--- src/rtl/sbtp_pkg.sv ---
// Shared types, constants and helper functions for the smooth Bezier block.
package sbtp_pkg;

  localparam int CoordWidth = 24;
  localparam int FracBits   = 8;
  localparam int EpsWidth   = 8;
  // Squared sum of two coordinate differences, with headroom for the carry.
  localparam int SqWidth    = 2 * CoordWidth + 2;
  localparam int DistWidth  = CoordWidth + 1;
  localparam int RatioBits  = 16;
  localparam int RatioWidth = RatioBits + 1;
  localparam int TotWidth   = DistWidth + 1;

  localparam logic [1:0] ErrNone     = 2'd0;
  localparam logic [1:0] ErrZeroLen  = 2'd1;
  localparam logic [1:0] ErrOnePoint = 2'd2;

  typedef logic signed [CoordWidth-1:0] coord_t;

  typedef struct packed {
    coord_t     point_x;
    coord_t     point_y;
    coord_t     edge_ctrl_x;
    coord_t     edge_ctrl_y;
    logic       is_first;
    logic       is_last;
  } in_item_t;

  typedef struct packed {
    coord_t     seg_start_x;
    coord_t     seg_start_y;
    coord_t     ctrl_a_x;
    coord_t     ctrl_a_y;
    coord_t     ctrl_b_x;
    coord_t     ctrl_b_y;
    coord_t     seg_end_x;
    coord_t     seg_end_y;
    logic       last_segment;
    logic [1:0] error_code;
  } out_item_t;

  // Start and done handshake between the sequencer and a serial unit.
  typedef struct packed {
    logic start;
    logic done;
  } unit_ctl_t;

  // Saturate a value two bits wider than a coordinate.
  function automatic coord_t sat_coord(input logic signed [CoordWidth+1:0] v);
    logic signed [CoordWidth+1:0] hi;
    logic signed [CoordWidth+1:0] lo;
    coord_t res;
    hi = (CoordWidth+2)'(2 ** (CoordWidth - 1) - 1);
    lo = -(CoordWidth+2)'(2 ** (CoordWidth - 1));
    if (v > hi) res = coord_t'(hi);
    else if (v < lo) res = coord_t'(lo);
    else res = coord_t'(v);
    return res;
  endfunction

  // Reflection 2*c - p, saturated.
  function automatic coord_t mirror(input coord_t p, input coord_t c);
    logic signed [CoordWidth+1:0] v;
    v = ((CoordWidth+2)'(c) <<< 1) - (CoordWidth+2)'(p);
    return sat_coord(v);
  endfunction

endpackage

--- src/rtl/sbtp_mul.sv ---
// Shift-and-add multiplier, one multiplier bit per cycle, rounded offset out.
module sbtp_mul import sbtp_pkg::*; (
  input  logic                   clk,
  input  logic                   rst_n,
  input  logic                   start,
  input  logic [CoordWidth:0]    mcand,
  input  logic [RatioWidth-1:0]  mplier,
  output logic                   done,
  output logic [CoordWidth:0]    offset
);
  localparam int ProdW = CoordWidth + 1 + RatioWidth;
  localparam int CntW  = $clog2(RatioWidth + 1);

  logic [ProdW-1:0]      acc_r, acc_nxt;
  logic [ProdW-1:0]      mc_r, mc_nxt;
  logic [RatioWidth-1:0] mp_r, mp_nxt;
  logic [CntW-1:0]       cnt_r, cnt_nxt;
  logic                  busy_r, busy_nxt;
  logic                  done_r, done_nxt;
  logic [ProdW-1:0]      rounded;

  always_comb begin
    acc_nxt  = acc_r;
    mc_nxt   = mc_r;
    mp_nxt   = mp_r;
    cnt_nxt  = cnt_r;
    busy_nxt = busy_r;
    done_nxt = 1'b0;
    if (start) begin
      acc_nxt  = '0;
      mc_nxt   = ProdW'(mcand);
      mp_nxt   = mplier;
      cnt_nxt  = CntW'(RatioWidth);
      busy_nxt = 1'b1;
    end else if (busy_r) begin
      if (mp_r[0]) acc_nxt = acc_r + mc_r;
      mc_nxt  = mc_r << 1;
      mp_nxt  = mp_r >> 1;
      cnt_nxt = cnt_r - 1'b1;
      if (cnt_r == CntW'(1)) begin
        busy_nxt = 1'b0;
        done_nxt = 1'b1;
      end
    end
  end

  always_ff @(posedge clk) begin
    if (!rst_n) begin
      busy_r <= 1'b0;
      done_r <= 1'b0;
      cnt_r  <= '0;
    end else begin
      busy_r <= busy_nxt;
      done_r <= done_nxt;
      cnt_r  <= cnt_nxt;
    end
    acc_r <= acc_nxt;
    mc_r  <= mc_nxt;
    mp_r  <= mp_nxt;
  end

  // Divide by 2^17 with the half rounded up.
  assign rounded = (acc_r >> (RatioBits + 1)) + ProdW'(acc_r[RatioBits]);
  assign offset  = rounded[CoordWidth:0];
  assign done    = done_r;

  assert property (@(posedge clk) disable iff (!rst_n) done_r |-> !busy_r)
    else $error("multiplier done while busy");
  assert property (@(posedge clk) disable iff (!rst_n) done_r |-> $past(busy_r))
    else $error("multiplier done without work");
  assert property (@(posedge clk) disable iff (!rst_n) busy_r |-> cnt_r != '0)
    else $error("multiplier busy with zero count");
endmodule

--- config.mk ---
export PLATFORM = sky130hd
export DESIGN_NAME = sbtp_mul
export DESIGN_NICKNAME = d
export VERILOG_FILES = /design/src/rtl/sbtp_pkg.sv /design/src/rtl/sbtp_mul.sv
export SDC_FILE = /design/constraint.sdc
export NUM_CORES = 1
export LEC_CHECK = 0
export BUFFER_PORTS_ARGS = -buffer_cell sky130_fd_sc_hd__buf_4
export CORE_ASPECT_RATIO = 1.1
export CORE_UTILIZATION = 60
export CTS_CLUSTER_DIAMETER = 40
export CTS_CLUSTER_SIZE = 28
export DETAILED_ROUTE_END_ITERATION = 10
export PLACE_DENSITY_LB_ADDON = 0.12
export SYNTH_ARGS = -nofsm -noshare
export SYNTH_HDL_FRONTEND = slang
export SYNTH_SLANG_ARGS = --single-unit
export TNS_END_PERCENT = 100
--- constraint.sdc ---
create_clock -name clk -period 3 [get_ports clk]
set_input_delay 0.45 -clock clk [delete_from_list [all_inputs] [get_ports clk]]
set_output_delay 0.45 -clock clk [all_outputs]
set_load 0.05 [all_outputs]
-- Word-level counts from Yosys, hierarchy flattened
Cells that the tools add are included.
- output and inout bits: 26
- word-level logic and storage cells: 28
- register bits: 108
- input bits: 45
- reduce and logical (&&, ||, !) cells: 4
- muxes and demuxes: 10
- add/subtract/negate cells: 3
- equality and inequality tests: 1
- bitwise gates (word level): 2
- operators with widths (operator ; count):
    $mux W25 ; 2
    $add A42 B42 Y42 ; 1
    $mux W17 ; 2
    $add A25 B1 Y25 ; 1
    $mux W5 ; 2
    $eq A5 B1 Y1 const B ; 1
    $sub A5 B1 Y5 const B ; 1
    $mux W1 ; 4
    $reduce_or A3 Y1 ; 1
    $not A1 Y1 ; 2
    $reduce_and A2 Y1 ; 1
    $reduce_bool A2 Y1 ; 1
    $reduce_or A2 Y1 ; 1

-- Logic depth before layout (Yosys ltp)
Gate-level depths: netlist of the first run.
- depth after elaboration: 4
- depth in mapped cells: 12
- gate-level depth less buffers: 12

-- Worst setup path after synthesis of the first run
Ideal clock, no wire load.
- path kind: flip-flop to output port
- start: reg acc_r[16]
- end: out offset[24]
- arrival: 2.556 ns
- required time: 2.550 ns
- cell stages (with the launch flop): 9
- slack: -0.006 ns
- buffers on the path: 1
- path through: dfxtp_1 -> ha_1 -> ha_1 -> nand2_1 -> or3_1 -> clkbuf_1 -> nor3_1 -> nand3_1 -> xnor2_1
- word-level cells in the longest chain between the ends: 1
- ends and longest elaborated chain (element ; line ; RTL):
    from (decl) ; sbtp_mul.sv:14 ; logic [ProdW-1:0] acc_r, acc_nxt;
    from (signal assigned) ; sbtp_mul.sv:57 ; acc_r <= acc_nxt;
    $add A25 B1 Y25 ; sbtp_mul.sv:63 ; assign rounded = (acc_r >> (RatioBits + 1)) + ProdW'(acc_r[RatioBits]);
    to (decl) ; sbtp_mul.sv:9 ; output logic [CoordWidth:0] offset
No other way between the ends.

-- Worst setup path after layout of the first run
- start: reg mc_r[20]
- end: reg acc_r[41]
- word-level cells in the longest chain between the ends: 1
- ends and longest elaborated chain (element ; line ; RTL):
    from (decl) ; sbtp_mul.sv:15 ; logic [ProdW-1:0] mc_r, mc_nxt;
    from (signal assigned) ; sbtp_mul.sv:58 ; mc_r <= mc_nxt;
    $add A42 B42 Y42 ; sbtp_mul.sv:36 ; if (mp_r[0]) acc_nxt = acc_r + mc_r;
No other way between the ends.
A chain may end at the register's enable or synchronous reset.

==> impl_table.tex, run 1 <==
\begin{tabular}{lr}
\hline
Metric & Value \\
\hline
\multicolumn{2}{l}{\textbf{Status}} \\
Result of the run & finished, final reports clean \\
\multicolumn{2}{l}{\textbf{Global route}} \\
Initial antenna violation count & 0 \\
Pin count of the biggest net entering global routing & 41 \\
Via count of the first global-routing pass & approximately 5.5k \\
Total gr overflow & 0 \\
Total Routing Usage GR & between 20\% and 30\% \\
Wire length of the first global-routing pass & roughly 25000 microns \\
\multicolumn{2}{l}{\textbf{Synth}} \\
Fraction of the yosys area taken by sequential cells & 37.6\% \\
Number of synthesized register bits & 108 \\
Most instantiated flip-flop cell in the synthesis netlist & dfxtp\_1 \\
Number of enable flip-flop cells after synthesis & 42 \\
Synth Net Count & between 800 and 900 \\
Number of standard cells after synthesis & 745 \\
Fraction of registers with async set/reset & 0\% \\
Per-instance average area after synthesis & between 9 and 10 sq um \\
Unique cell type count in the Yosys netlist & 70 \\
Number of warnings issued by yosys & 0 \\
Netlist area before placement & between 6000 and 7000 sq um \\
\multicolumn{2}{l}{\textbf{Die}} \\
Ports placed on the boundary & approximately 70 \\
Placeable core region & approximately 11000 sq um \\
Starting density of the core & between 60\% and 70\% \\
Total Die Area & 11900 sq um \\
Die Y-Extent & roughly 110 microns \\
Row count & 40 \\
Chip Width & about 100 microns \\
\multicolumn{2}{l}{\textbf{Detailed routing}} \\
Drt wl/cell & $\sim$16 microns \\
Total length of routed wires & between 15000 and 20000 microns \\
Final routed DRC violation total & 0 \\
Via total after detailed routing & around 5.8k \\
Count of nets left with antenna violations after detail routing & 0 \\
Number of design-rule violations left by the first detailed-router iteration & approximately 270 \\
Number of search-and-repair iterations in the first detailed-routing pass & 5 \\
Detailed-route vias per instance & just over 6 \\
\multicolumn{2}{l}{\textbf{Critical path}} \\
Endpoint of the worst-slack reg-to-reg timing path & acc\_r[41]\$\_SDFFE\_PP0P\_ \\
Crit Path Category & register to register \\
Minimum setup slack among reg-to-reg paths & roughly 0.095 ns \\
Maximum net fanout on the critical path & 6 \\
Critical path required time & around 3.3 ns \\
Startpoint of the worst register-to-register path & mc\_r[20]\$\_DFFE\_PP\_ \\
Critical path endpoint category & register \\
Crit path DAT & approximately 3.2 ns \\
Worst reg-to-reg path cell count & 10 \\
Critical path launch point type & register \\
\multicolumn{2}{l}{\textbf{Clock tree}} \\
Clock Tree Root & clkbuf\_16 \\
Clock-pin slew of the registers on the worst-case setup and hold paths & 0.08 ns \\
Htree depth & 3 \\
Number of clock sinks & 108 \\
CTS tree & built \\
CTS max path bufs & 2 \\
Clock network latency to the later pin of the worst-skew pair & about 0.36 ns \\
Cts bufs inserted & 9 \\
Number of buffers inserted for hold repair after clock tree synthesis & 0 \\
\multicolumn{2}{l}{\textbf{Timing}} \\
Post-layout minimum cycle time & roughly 2.9 ns \\
Period utilisation layout & a little over nine tenths \\
Hold Worst Slack & $\sim$0.33 ns \\
Slew of the pin with the lowest slew margin & $\sim$0.79 ns \\
Final number of max-transition violations & 0 \\
Worst-case headroom to the max-slew limit & about 47\% \\
Total of endpoints with negative setup slack in the final report & 0 \\
Worst Clk Skew & about 0.009 ns \\
Setup ws final & 0.0947 ns \\
Final Hold Fails & 0 \\
Fmax & $\sim$340 MHz \\
\multicolumn{2}{l}{\textbf{Worst hold path}} \\
Hold crit path type & primary input to register \\
Hold path startpoint & rst\_n \\
Hold EP & busy\_r\$\_SDFF\_PN0\_ \\
Worst Hold Path Cells & 2 \\
\multicolumn{2}{l}{\textbf{Power and ir drop}} \\
Total power divided by cell area & $\sim$470 nW/um\^{}2 \\
Standby leakage power & about 3.5 nW \\
Final Power & $\sim$3.7 mW \\
Peak ir drop on the vdd network & between 0.4 and 0.5 mV \\
\multicolumn{2}{l}{\textbf{Cells and area}} \\
Share of post-route cells with drive strength above 1 & between 20\% and 30\% \\
Cell Count, Final, Fillers Out & about 950 \\
Area Growth Syn to Fin & 16.3\% \\
Commonest cells after routing, fill and taps aside & nand2\_1 (89), buf\_4 (89), dfxtp\_1 (65) \\
Antenna diodes & 0 \\
Nets@finish & approximately 900 \\
\multicolumn{2}{l}{\textbf{Place}} \\
Post-Place Worst Slack & -0.0593 ns \\
Routability congestion estimate & between 0.8 and 0.9 \\
Number of buffers added on ports & 70 \\
DP HPWL & $\sim$11000 microns \\
Cell count after placement & a little over 900 \\
\multicolumn{2}{l}{\textbf{Run}} \\
Max-cap check violation count & 0 \\
\hline
\end{tabular}
==> flip-flops by register name (all words and copies together), names as in the netlist <==
register  flops
mc_r         42
cnt_r         5
acc_r        42
busy_r        1
mp_r         17
done          1
==> critical path, cell delays in order (launching register included) <==
cell and delay [ns]:
edfxtp_1 0.41, ha_1 0.39, a21o_1 0.24, a31oi_2 0.22, o2bb2ai_2 0.09, or3b_1 0.39, o21ai_2 0.27, a211oi_1 0.13
or3b_1 0.41, a21o_1 0.20, a21oi_2 0.11
==> through the flow <==
stage	util [%]	instance area, sq um	setup TNS (ns)
floorplan	-	6880	0
global placement	68.5	7540	0
detailed placement	68.5	7540	-0.0735
CTS	71.6	7880	0
global route	72.5	7980	-0.00753
finish	72.5	7980	0
==> cell type report <==
type	instances	area (sq um)
clock buffer	9	225
clock inverter	7	82.6
fill	878	3030
inverter	11	41.3
multi-input combinational	580	4160
sequential	108	2580
tap	147	184
timing repair buffer	92	711
==> synth_stat cells (all sizes together), types with 8 or more instances <==
master | n | area [sq um]
mux2 | 39 | 439
nor3 | 15 | 75.1
ha | 45 | 563
xor2 | 20 | 175
nand2 | 90 | 338
edfxtp | 42 | 1260
a21oi | 65 | 337
nor2b | 8 | 50.1
inv | 11 | 41.3
clkbuf | 33 | 124
buf | 13 | 65.1
and3 | 8 | 55.1
mux2i | 17 | 170
a211oi | 10 | 92.6
a21o | 36 | 270
xnor2 | 32 | 280
nor2 | 50 | 188
dfxtp | 66 | 1320
nand4 | 19 | 119
o21ai | 22 | 114
nand3 | 28 | 140
==> per-layer routing <==
layer	global-route usage (%)	vias up	wire length, microns	share of wire [%]
met5	0	-	0	0
met4	12.0	0	298	1.9
met3	3.19	22	678	4.4
met2	45.2	165	7510	49
met1	33.2	2748	6810	44
li1	-	2830	-	-
==> report_power, final <==
part	total, mW	switching, mW	internal, mW
logic	0.764	0.434	0.330
clock network	1.26	0.592	0.665
registers	1.70	0.0609	1.64
==> timing repair <==
item                                   in CTS  in global routing
buffers inserted                            0                  6
gates resized for setup                     9                 12
pin swaps                                   1                 11
setup endpoints to repair                   5                 18
endpoints found under the hold margin       0                  0
==> worst max-delay path by stage <==
| stage | startpoint | to | slack, ns | cells after the start |
|---|---|---|---|---|
| 6_report | mc_r[20]$_DFFE_PP_ | acc_r[41]$_SDFFE_PP0P_ | 0.09 | 10 |
| 3_5_place_dp | mc_r[0]$_SDFFCE_PN0P_ | acc_r[36]$_SDFFE_PP0P_ | -0.06 | 12 |
| 5_1_grt | mc_r[0]$_SDFFCE_PN0P_ | acc_r[40]$_SDFFE_PP0P_ | -0.005 | 13 |
| 4_1_cts | acc_r[16]$_SDFFE_PP0P_ | offset[22] | 0.0004 | 9 |
| 3_3_place_gp | mc_r[0]$_SDFFCE_PN0P_ | acc_r[36]$_SDFFE_PP0P_ | 0.06 | 12 |
| 2_1_floorplan | acc_r[16]$_SDFFE_PP0P_ | offset[20] | 0.18 | 7 |
==> kinds of logic (layout without fill, tap and decap cells) <==
group | count (synthesis) | after routing | synth area share (%)
DFF | 108 | 108 | 37.6
xor gates and xnor gates | 52 | 52 | 6.63
buffers and inverters | 57 | 119 | 3.35
muxes | 56 | 56 | 8.87
AOI/OAI and AO/OA | 179 | 179 | 17.9
adders and majority gates | 46 | 46 | 8.49
and+or+nand+nor | 247 | 247 | 17.1
Note: power is estimated with default switching activity, not from simulation.
==> inputs of run 2 (changes only) <==
GPL_TIMING_DRIVEN = 0   (was unset)
RECOVER_POWER = 100   (was unset)
SETUP_SLACK_MARGIN = 0.1   (was unset)
==> run 2 against run 1 <==
Net effect:
- register-to-register slack is essentially flat
- non-clock buffer count rose by 39
- sequential share of layout area is 0.86 points lower
- setup slack worse by 0.0021 ns
- die area did not move
- worst hold slack lost 0.0044 ns
- cell area is 3.3% higher
- routed wire length rose by 12%
- maximum frequency is essentially flat
- combinational power increased by 6.2%
- critical path depth grew 3
- critical path type unchanged
- critical endpoint is now acc_r[38]$_SDFFE_PP0P_
==> impl_table.tex, run 2 (same netlist as run 1, synthesis figures left out) <==
\begin{tabular}{lr}
\hline
Metric & Value \\
\hline
\multicolumn{2}{l}{\textbf{Status}} \\
Result of the run & finished, final reports clean \\
\multicolumn{2}{l}{\textbf{Detailed routing}} \\
Number of search-and-repair iterations in the first detailed-routing pass & 5 (unchanged) \\
Via total after detailed routing & 6006 (+4.2\%) \\
Final routed DRC violation total & 0 (unchanged) \\
Detailed-route vias per instance & 6.05 (about the same) \\
Number of design-rule violations left by the first detailed-router iteration & 296 (+9.2\%) \\
Count of nets left with antenna violations after detail routing & 0 (unchanged) \\
Total length of routed wires & 17200 microns (+12\%) \\
Drt wl/cell & 17.3 microns (+7.7\%) \\
\multicolumn{2}{l}{\textbf{Global route}} \\
Global-route track usage on met2 & 51.3\% (+6.1 points) \\
Routing usage on met1 & 34.9\% (+1.7 points) \\
Total Routing Usage GR & 28.9\% (+2.7 points) \\
Via count of the first global-routing pass & 5787 (+4.6\%) \\
Pin count of the biggest net entering global routing & 42 (+2.4\%) \\
Initial antenna violation count & 0 (unchanged) \\
Total gr overflow & 0 (unchanged) \\
Wire length of the first global-routing pass & 27400 microns (+8.1\%) \\
Layer with the highest usage after global routing & met2 \\
GRT met3 Usage & 3.64\% (+0.46 points) \\
\multicolumn{2}{l}{\textbf{Run}} \\
Max-cap check violation count & 0 (unchanged) \\
\multicolumn{2}{l}{\textbf{Clock tree}} \\
CTS tree & built \\
Htree depth & 3 (unchanged) \\
CTS max path bufs & 2 (unchanged) \\
Number of buffers inserted for hold repair after clock tree synthesis & 0 (unchanged) \\
Clock Tree Root & clkbuf\_16 \\
Clock network latency to the later pin of the worst-skew pair & 0.36 ns (about the same) \\
Cts bufs inserted & 9 (unchanged) \\
Number of clock sinks & 108 (unchanged) \\
Clock-pin slew of the registers on the worst-case setup and hold paths & 0.07 ns (about the same) \\
\multicolumn{2}{l}{\textbf{Timing}} \\
Final number of max-transition violations & 0 (unchanged) \\
Final Hold Fails & 0 (unchanged) \\
Period utilisation layout & 96.9\% (about the same) \\
Fmax & 344 MHz (about the same) \\
Hold Worst Slack & 0.323 ns (-0.00441 ns) \\
Worst-case headroom to the max-slew limit & 29.1\% (-18 points) \\
Total negative setup slack & 0 ns (unchanged) \\
Setup ws final & 0.0926 ns (-0.00214 ns) \\
Slew of the pin with the lowest slew margin & 1.06 ns (+0.277 ns) \\
Total of endpoints with negative setup slack in the final report & 0 (unchanged) \\
Worst Clk Skew & 0.00615 ns (-0.00276 ns) \\
RSZ-0062 raised after global routing & true \\
Post-layout minimum cycle time & 2.91 ns (+0.00214 ns) \\
\multicolumn{2}{l}{\textbf{Cells and area}} \\
Nets@finish & 932 (+4.4\%) \\
Area Growth Syn to Fin & 20.1\% \\
Antenna diodes & 0 (unchanged) \\
Biggest registers after layout & acc\_r: 42 flops, mc\_r: 42 flops, mp\_r: 17 flops \\
Most common library cell in the layout ignoring fill and taps & nand2\_1 \\
Share of post-route cells with drive strength above 1 & 23.4\% (+1.2 points) \\
Fillers & 807 (-8.1\%) \\
Cell Count, Final, Fillers Out & 993 (+4.1\%) \\
Commonest cells after routing, fill and taps aside & nand2\_1 (89), buf\_4 (73), dfxtp\_1 (58) \\
\multicolumn{2}{l}{\textbf{Power and ir drop}} \\
Peak ir drop on the vdd network & 0.360 mV (-12\%) \\
Total power divided by cell area & 445 nW/um\^{}2 (-4.5\%) \\
Switching pwr & 1.11 mW (+2.1\%) \\
Switching part of the total & 30.2\% (+1.0 points) \\
Fraction of power consumed by sequential logic & 46.6\% (+1.0 points) \\
Standby leakage power & 3.45 nW (about the same) \\
Clock share of power & 31.3\% (-2.5 points) \\
Gate power share & 22.1\% (+1.5 points) \\
Internal cell power & 2.56 mW (-2.8\%) \\
\multicolumn{2}{l}{\textbf{Die}} \\
Starting density of the core & 62.4\% (unchanged) \\
Total Die Area & 11900 sq um (unchanged) \\
Placeable core region & 11000 sq um (unchanged) \\
Die Y-Extent & 114 microns (unchanged) \\
Ports placed on the boundary & 71 (unchanged) \\
Chip Width & 104 microns (unchanged) \\
Row count & 40 (unchanged) \\
\multicolumn{2}{l}{\textbf{Critical path}} \\
Critical path launch point type & register \\
Worst reg-to-reg path cell count & 13 (+3) \\
Maximum net fanout on the critical path & 4 (-2) \\
Crit Path Category & register to register \\
Endpoint of the most critical setup path & acc\_r[38]\$\_SDFFE\_PP0P\_ \\
Crit path DAT & 3.15 ns (-0.06 ns) \\
Crit. Startpoint & mc\_r[0]\$\_SDFFCE\_PN0P\_ \\
Minimum setup slack among reg-to-reg paths & 0.09 ns (about the same) \\
Endpoint of the worst-slack reg-to-reg timing path & acc\_r[38]\$\_SDFFE\_PP0P\_ \\
Startpoint of the worst register-to-register path & mc\_r[0]\$\_SDFFCE\_PN0P\_ \\
Critical path required time & 3.25 ns (-0.05 ns) \\
Critical path endpoint category & register \\
\multicolumn{2}{l}{\textbf{Place}} \\
Routability congestion estimate & 0.945 (+10\%) \\
Number of buffers added on ports & 70 (unchanged) \\
Cell count after placement & 963 (+3.3\%) \\
DP HPWL & 12400 microns (+12\%) \\
Post-Place Worst Slack & -0.268 ns (-0.209 ns) \\
\multicolumn{2}{l}{\textbf{Worst hold path}} \\
Hold crit path type & primary input to register \\
\hline
\end{tabular}
[run 2: changes by cell type in the layout (fill, tap and decap cells not counted), sizes merged]
cell    previous run  this run
buf               92        83
bufinv             1         0
clkbuf             9        59
clkinv             1         2
inv               15        13
[run 2: repair_timing]
action	4_1_cts	5_1_grt
pin swaps	9	19
setup endpoints to repair	15	21
resized for setup	24	49
setup buffers	8	8
[run 2: power by group through the flow]
| stage | logic (mW) | clock network, mW | registers, mW |
|---|---|---|---|
| after detailed placement | 0.749 | 0 | 1.73 |
| after floorplan | 0.560 | 0 | 1.71 |
| after CTS | 0.773 | 1.17 | 1.70 |
| after global routing | 0.881 | 1.21 | 1.72 |
| after global placement | 0.715 | 0 | 1.73 |
| final | 0.811 | 1.15 | 1.71 |
[run 2: worst min path at each step]
stage	from	end	depth (start not counted)
floorplan	acc_r[11]$_SDFFE_PP0P_	acc_r[11]$_SDFFE_PP0P_	2
global placement	acc_r[8]$_SDFFE_PP0P_	acc_r[8]$_SDFFE_PP0P_	2
detailed placement	acc_r[14]$_SDFFE_PP0P_	acc_r[14]$_SDFFE_PP0P_	2
CTS	rst_n	busy_r$_SDFF_PN0_	2
global route	rst_n	busy_r$_SDFF_PN0_	2
finish	rst_n	busy_r$_SDFF_PN0_	2
[run 2: layer usage]
layer	wire, microns	part of all wire, %
met1	7250	42
met5	0	0
met4	461	2.7
met2	8660	50
met3	782	4.6
[run 2: stage by stage]
step	util, %	total power, mW	cell area [sq um]
2_1_floorplan	-	2.27	6880
3_3_place_gp	68.9	2.44	7590
3_5_place_dp	69.1	2.48	7610
4_1_cts	73.0	3.64	8040
5_1_grt	74.9	3.81	8250
6_report	74.9	3.67	8250
[run 2: cell type report]
class	count	area (sq um)	area share [%]
clock inverter	5	45.0	0.546
buffer	44	195	2.37
tap	147	184	2.23
inverter	11	41.3	0.501
timing repair buffer	87	624	7.57
multi-input combinational	580	4330	52.5
sequential	108	2600	31.5
clock buffer	11	233	2.82
[run 2: worst max-delay path: stages (launching register included)]
cell,delay [ns]
edfxtp_1,0.38
ha_2,0.21
inv_2,0.04
fa_2,0.36
nor2b_4,0.15
o2111ai_4,0.15
a21oi_2,0.21
o2111ai_2,0.18
o211ai_2,0.24
buf_4,0.15
nand4_1,0.18
a21oi_2,0.30
a21oi_1,0.09
nand3b_1,0.15
==> inputs of run 3 (changes only) <==
ABC_AREA = 1   (was unset)
CORE_UTILIZATION = 61   (was 60)
RECOVER_POWER = 50   (was 100)
==> run 3 against run 2 <==
Net effect:
- setup slack better by 0.12 ns
- sequential share of layout area is 2.6 points lower
- largest power group unchanged
- utilization is 3.8 points lower
- area after synthesis is 14% higher
- combinational power is 33% higher
- largest cell class unchanged
- global-route usage is 3.1 points higher
- total power is 12% higher
==> impl_table.tex, run 3 <==
\begin{tabular}{lr}
\hline
Metric & Value \\
\hline
\multicolumn{2}{l}{\textbf{Detailed routing}} \\
Via total after detailed routing & 7631 (+27\%) \\
Final routed DRC violation total & 0 (unchanged) \\
Number of design-rule violations left by the first detailed-router iteration & 577 (+95\%) \\
Count of nets left with antenna violations after detail routing & 0 (unchanged) \\
Drt wl/cell & 13.8 microns (-20\%) \\
Total length of routed wires & 20400 microns (+19\%) \\
Number of search-and-repair iterations in the first detailed-routing pass & 5 (unchanged) \\
Detailed-route vias per instance & 5.15 (-15\%) \\
\multicolumn{2}{l}{\textbf{Clock tree}} \\
Htree depth & 3 (unchanged) \\
Number of buffers inserted for hold repair after clock tree synthesis & 0 (unchanged) \\
CTS tree & built \\
Cts bufs inserted & 9 (unchanged) \\
Number of clock sinks & 108 (unchanged) \\
Clock Tree Root & clkbuf\_16 \\
CTS max path bufs & 2 (unchanged) \\
Clock-pin slew of the registers on the worst-case setup and hold paths & 0.08 ns (about the same) \\
Clock network latency to the later pin of the worst-skew pair & 0.37 ns (about the same) \\
\multicolumn{2}{l}{\textbf{Critical path}} \\
Critical path endpoint category & output port \\
Endpoint of the worst-slack reg-to-reg timing path & acc\_r[40]\$\_SDFFE\_PP0P\_ \\
Crit. Startpoint & acc\_r[16]\$\_SDFFE\_PP0P\_ \\
Critical path required time & 2.55 ns (-0.70 ns) \\
Minimum setup slack among reg-to-reg paths & 0.60 ns (+0.51 ns) \\
Crit path DAT & 2.34 ns (-0.81 ns) \\
Crit Path Category & register to output port \\
Endpoint of the most critical setup path & offset[24] \\
Startpoint of the worst register-to-register path & mc\_r[0]\$\_SDFFCE\_PN0P\_ \\
Critical path launch point type & register \\
Maximum net fanout on the critical path & 4 (unchanged) \\
Worst reg-to-reg path cell count & 13 (unchanged) \\
\multicolumn{2}{l}{\textbf{Global route}} \\
Initial antenna violation count & 0 (unchanged) \\
Wire length of the first global-routing pass & 32400 microns (+18\%) \\
Total Routing Usage GR & 32.0\% (+3.1 points) \\
Pin count of the biggest net entering global routing & 40 (-4.8\%) \\
Total gr overflow & 0 (unchanged) \\
Via count of the first global-routing pass & 6905 (+19\%) \\
\multicolumn{2}{l}{\textbf{Die}} \\
Total Die Area & 13300 sq um (+12\%) \\
Ports placed on the boundary & 71 (unchanged) \\
Row count & 43 (+7.5\%) \\
Die Y-Extent & 121 microns (+5.8\%) \\
Placeable core region & 12600 sq um (+14\%) \\
Starting density of the core & 62.2\% (-0.12 points) \\
Chip Width & 110 microns (+5.8\%) \\
\multicolumn{2}{l}{\textbf{Timing}} \\
Slew of the pin with the lowest slew margin & 0.985 ns (-0.0785 ns) \\
Worst-case headroom to the max-slew limit & 34.3\% (+5.2 points) \\
Worst Clk Skew & 0.00888 ns (+0.00273 ns) \\
Fmax & 358 MHz (+4.1\%) \\
Period utilisation layout & 93.1\% (-3.9 points) \\
Post-layout minimum cycle time & 2.79 ns (-0.116 ns) \\
RSZ-0062 raised after global routing & false \\
Hold Worst Slack & 0.327 ns (+0.00482 ns) \\
Final Hold Fails & 0 (unchanged) \\
Total of endpoints with negative setup slack in the final report & 0 (unchanged) \\
Final number of max-transition violations & 0 (unchanged) \\
\multicolumn{2}{l}{\textbf{Synth}} \\
Library cell occupying the most area in the post-synthesis netlist & nand2\_1 \\
Post-synth top area share & 20.0\% (+0.73 points) \\
Post-synthesis compound-gate area fraction & 8.29\% (-9.6 points) \\
Number of standard cells after synthesis & 1232 (+65\%) \\
Most frequent cell after synthesis & nand2\_1 \\
Post-synthesis share of cell area spent on full adders, half adders and majority gates & 7.44\% (-1.1 points) \\
Fraction of registers with async set/reset & 0\% (unchanged) \\
Netlist area before placement & 7840 sq um (+14\%) \\
Per-instance average area after synthesis & 6.36 sq um (-31\%) \\
Number of enable flip-flop cells after synthesis & 42 (unchanged) \\
Number of warnings issued by yosys & 0 (unchanged) \\
Commonest cells in the netlist & nand2\_1 (417), inv\_1 (195), nor2\_1 (178) \\
Dominant cells by area after synthesis & nand2\_1 (20\%), dfxtp\_1 (17\%), edfxtp\_1 (16\%) \\
Synthesized-area fraction occupied by xor and xnor cells & 5.14\% (-1.5 points) \\
Combinational family with the most area after synthesis & simple AND/OR/NAND/NOR gates \\
Synth Net Count & 1323 (+58\%) \\
Fraction of the yosys area taken by sequential cells & 33.0\% (-4.7 points) \\
Unique cell type count in the Yosys netlist & 37 (-47\%) \\
Most instantiated flip-flop cell in the synthesis netlist & dfxtp\_1 \\
Number of synthesized register bits & 108 (unchanged) \\
Multiplexer share of the synthesized area & 0\% (-8.9 points) \\
Area share of and/or/nand/nor cells after synthesis & 35.4\% (+18 points) \\
\multicolumn{2}{l}{\textbf{Cells and area}} \\
Share of post-route cells with drive strength above 1 & 8.53\% (-15 points) \\
Fillers & 1135 (+41\%) \\
Biggest registers after layout & acc\_r: 42 flops, mc\_r: 42 flops, mp\_r: 17 flops \\
Cell Count, Final, Fillers Out & 1481 (+49\%) \\
Commonest cells after routing, fill and taps aside & nand2\_1 (417), inv\_1 (195), nor2\_1 (178) \\
Sequential standard cell area & 2590 sq um (-0.29\%) \\
Area Growth Syn to Fin & 14.2\% \\
Most common library cell in the layout ignoring fill and taps & nand2\_1 \\
Antenna diodes & 0 (unchanged) \\
Nets@finish & 1410 (+51\%) \\
Area of the multi-input gates & 4450 sq um (+2.8\%) \\
\multicolumn{2}{l}{\textbf{Status}} \\
Result of the run & finished, final reports clean \\
\multicolumn{2}{l}{\textbf{Place}} \\
DP HPWL & 15600 microns (+26\%) \\
Number of buffers added on ports & 69 (-1.4\%) \\
Routability congestion estimate & 0.970 (+2.7\%) \\
Cell count after placement & 1459 (+52\%) \\
\multicolumn{2}{l}{\textbf{Power and ir drop}} \\
Total power divided by cell area & 460 nW/um\^{}2 (+3.3\%) \\
Peak ir drop on the vdd network & 0.393 mV (+9.2\%) \\
Standby leakage power & 4.87 nW (+41\%) \\
\multicolumn{2}{l}{\textbf{Run}} \\
Max-cap check violation count & 0 (unchanged) \\
\multicolumn{2}{l}{\textbf{Worst hold path}} \\
Hold crit path type & primary input to register \\
\hline
\end{tabular}
-- run 3: cell count changes in the layout (fill, tap and decap cells not counted), moves of 17 or more --
cell | before | now
nand2_1 | 89 | 417
inv_1 | 10 | 195
nor2_1 | 50 | 178
o21ai_0 | 15 | 60
mux2_2 | 39 | 0
a21o_1 | 36 | 2
nand3_1 | 25 | 54
xnor2_1 | 29 | 7
clkbuf_1 | 47 | 29
xor2_1 | 20 | 38
mux2i_1 | 17 | 0
-- run 3: critical path, stage by stage, from the launching register on --
cell	delay, ns
dfxtp_4	0.38
ha_4	0.15
ha_2	0.19
nand2_2	0.08
nor3_4	0.15
nand2_2	0.10
nor2_4	0.13
nand3_4	0.13
nor2_4	0.15
nand2_1	0.13
xor2_1	0.16
buf_4	0.22
-- run 3: worst min-delay path by stage --
stage	cells past startpoint	end	from	slack (ns)
6_report	3	busy_r$_SDFF_PN0_	rst_n	0.33
2_1_floorplan	2	cnt_r[4]$_SDFFE_PN0P_	cnt_r[4]$_SDFFE_PN0P_	0.44
4_1_cts	3	busy_r$_SDFF_PN0_	rst_n	0.32
5_1_grt	3	cnt_r[4]$_SDFFE_PN0P_	rst_n	0.33
3_5_place_dp	2	cnt_r[4]$_SDFFE_PN0P_	cnt_r[4]$_SDFFE_PN0P_	0.47
3_3_place_gp	2	cnt_r[4]$_SDFFE_PN0P_	cnt_r[4]$_SDFFE_PN0P_	0.46
-- run 3: cell type report --
cell class	count	share of cell area, %
Clock buffer	9	2.52
Clock inverter	7	0.937
Inverter	196	8.22
Multi-Input combinational cell	900	49.7
Sequential cell	108	28.9
Timing Repair Buffer	76	6.31
Tap cell	157	2.19
Buffer	28	1.17
-- run 3: cell families after synthesis --
logic type | after synthesis
buffers and inverters | 224
adder cells (fa/ha/maj) | 46
AO/OA/AOI/OAI | 125
XOR/XNOR | 46
AND/OR/NAND/NOR | 683
flip-flops | 108
-- run 3: power by group --
part | switching, mW | internal [mW]
clock network | 0.652 | 0.602
registers | 0.112 | 1.67
logic | 0.709 | 0.368
-- run 3: timing repair --
action | in CTS | in global routing
hold endpoints to repair | 0 | 0
setup buffers | 4 | 2
pin swaps | 5 | 5
gates resized for setup | 6 | 5
endpoints found under the setup margin | 5 | 6
-- run 3: routing by layer --
metal  wire length [microns]  part of all wire (%)  global-route usage, %
met2                    9460                    46                   52.9
met3                    1100                   5.4                   3.81
met1                    9310                    46                   42.2
met4                     491                   2.4                   12.9
met5                       0                     0                      0
-- run 3: metrics by stage --
| stage | setup TNS [ns] | util (%) | cell area, sq um | total power, mW | worst slack [ns] |
|---|---|---|---|---|---|
| after floorplan | 0 | - | 7840 | 2.56 | 0.257 |
| after global placement | -14.01 | 67.9 | 8550 | 2.85 | -0.334 |
| after detailed placement | 0 | 68.1 | 8570 | 2.87 | 0.322 |
| after CTS | 0 | 71.0 | 8930 | 4.11 | 0.104 |
| after global routing | 0 | 71.1 | 8950 | 4.33 | 0.0990 |
| final | 0 | 71.1 | 8950 | 4.11 | 0.208 |
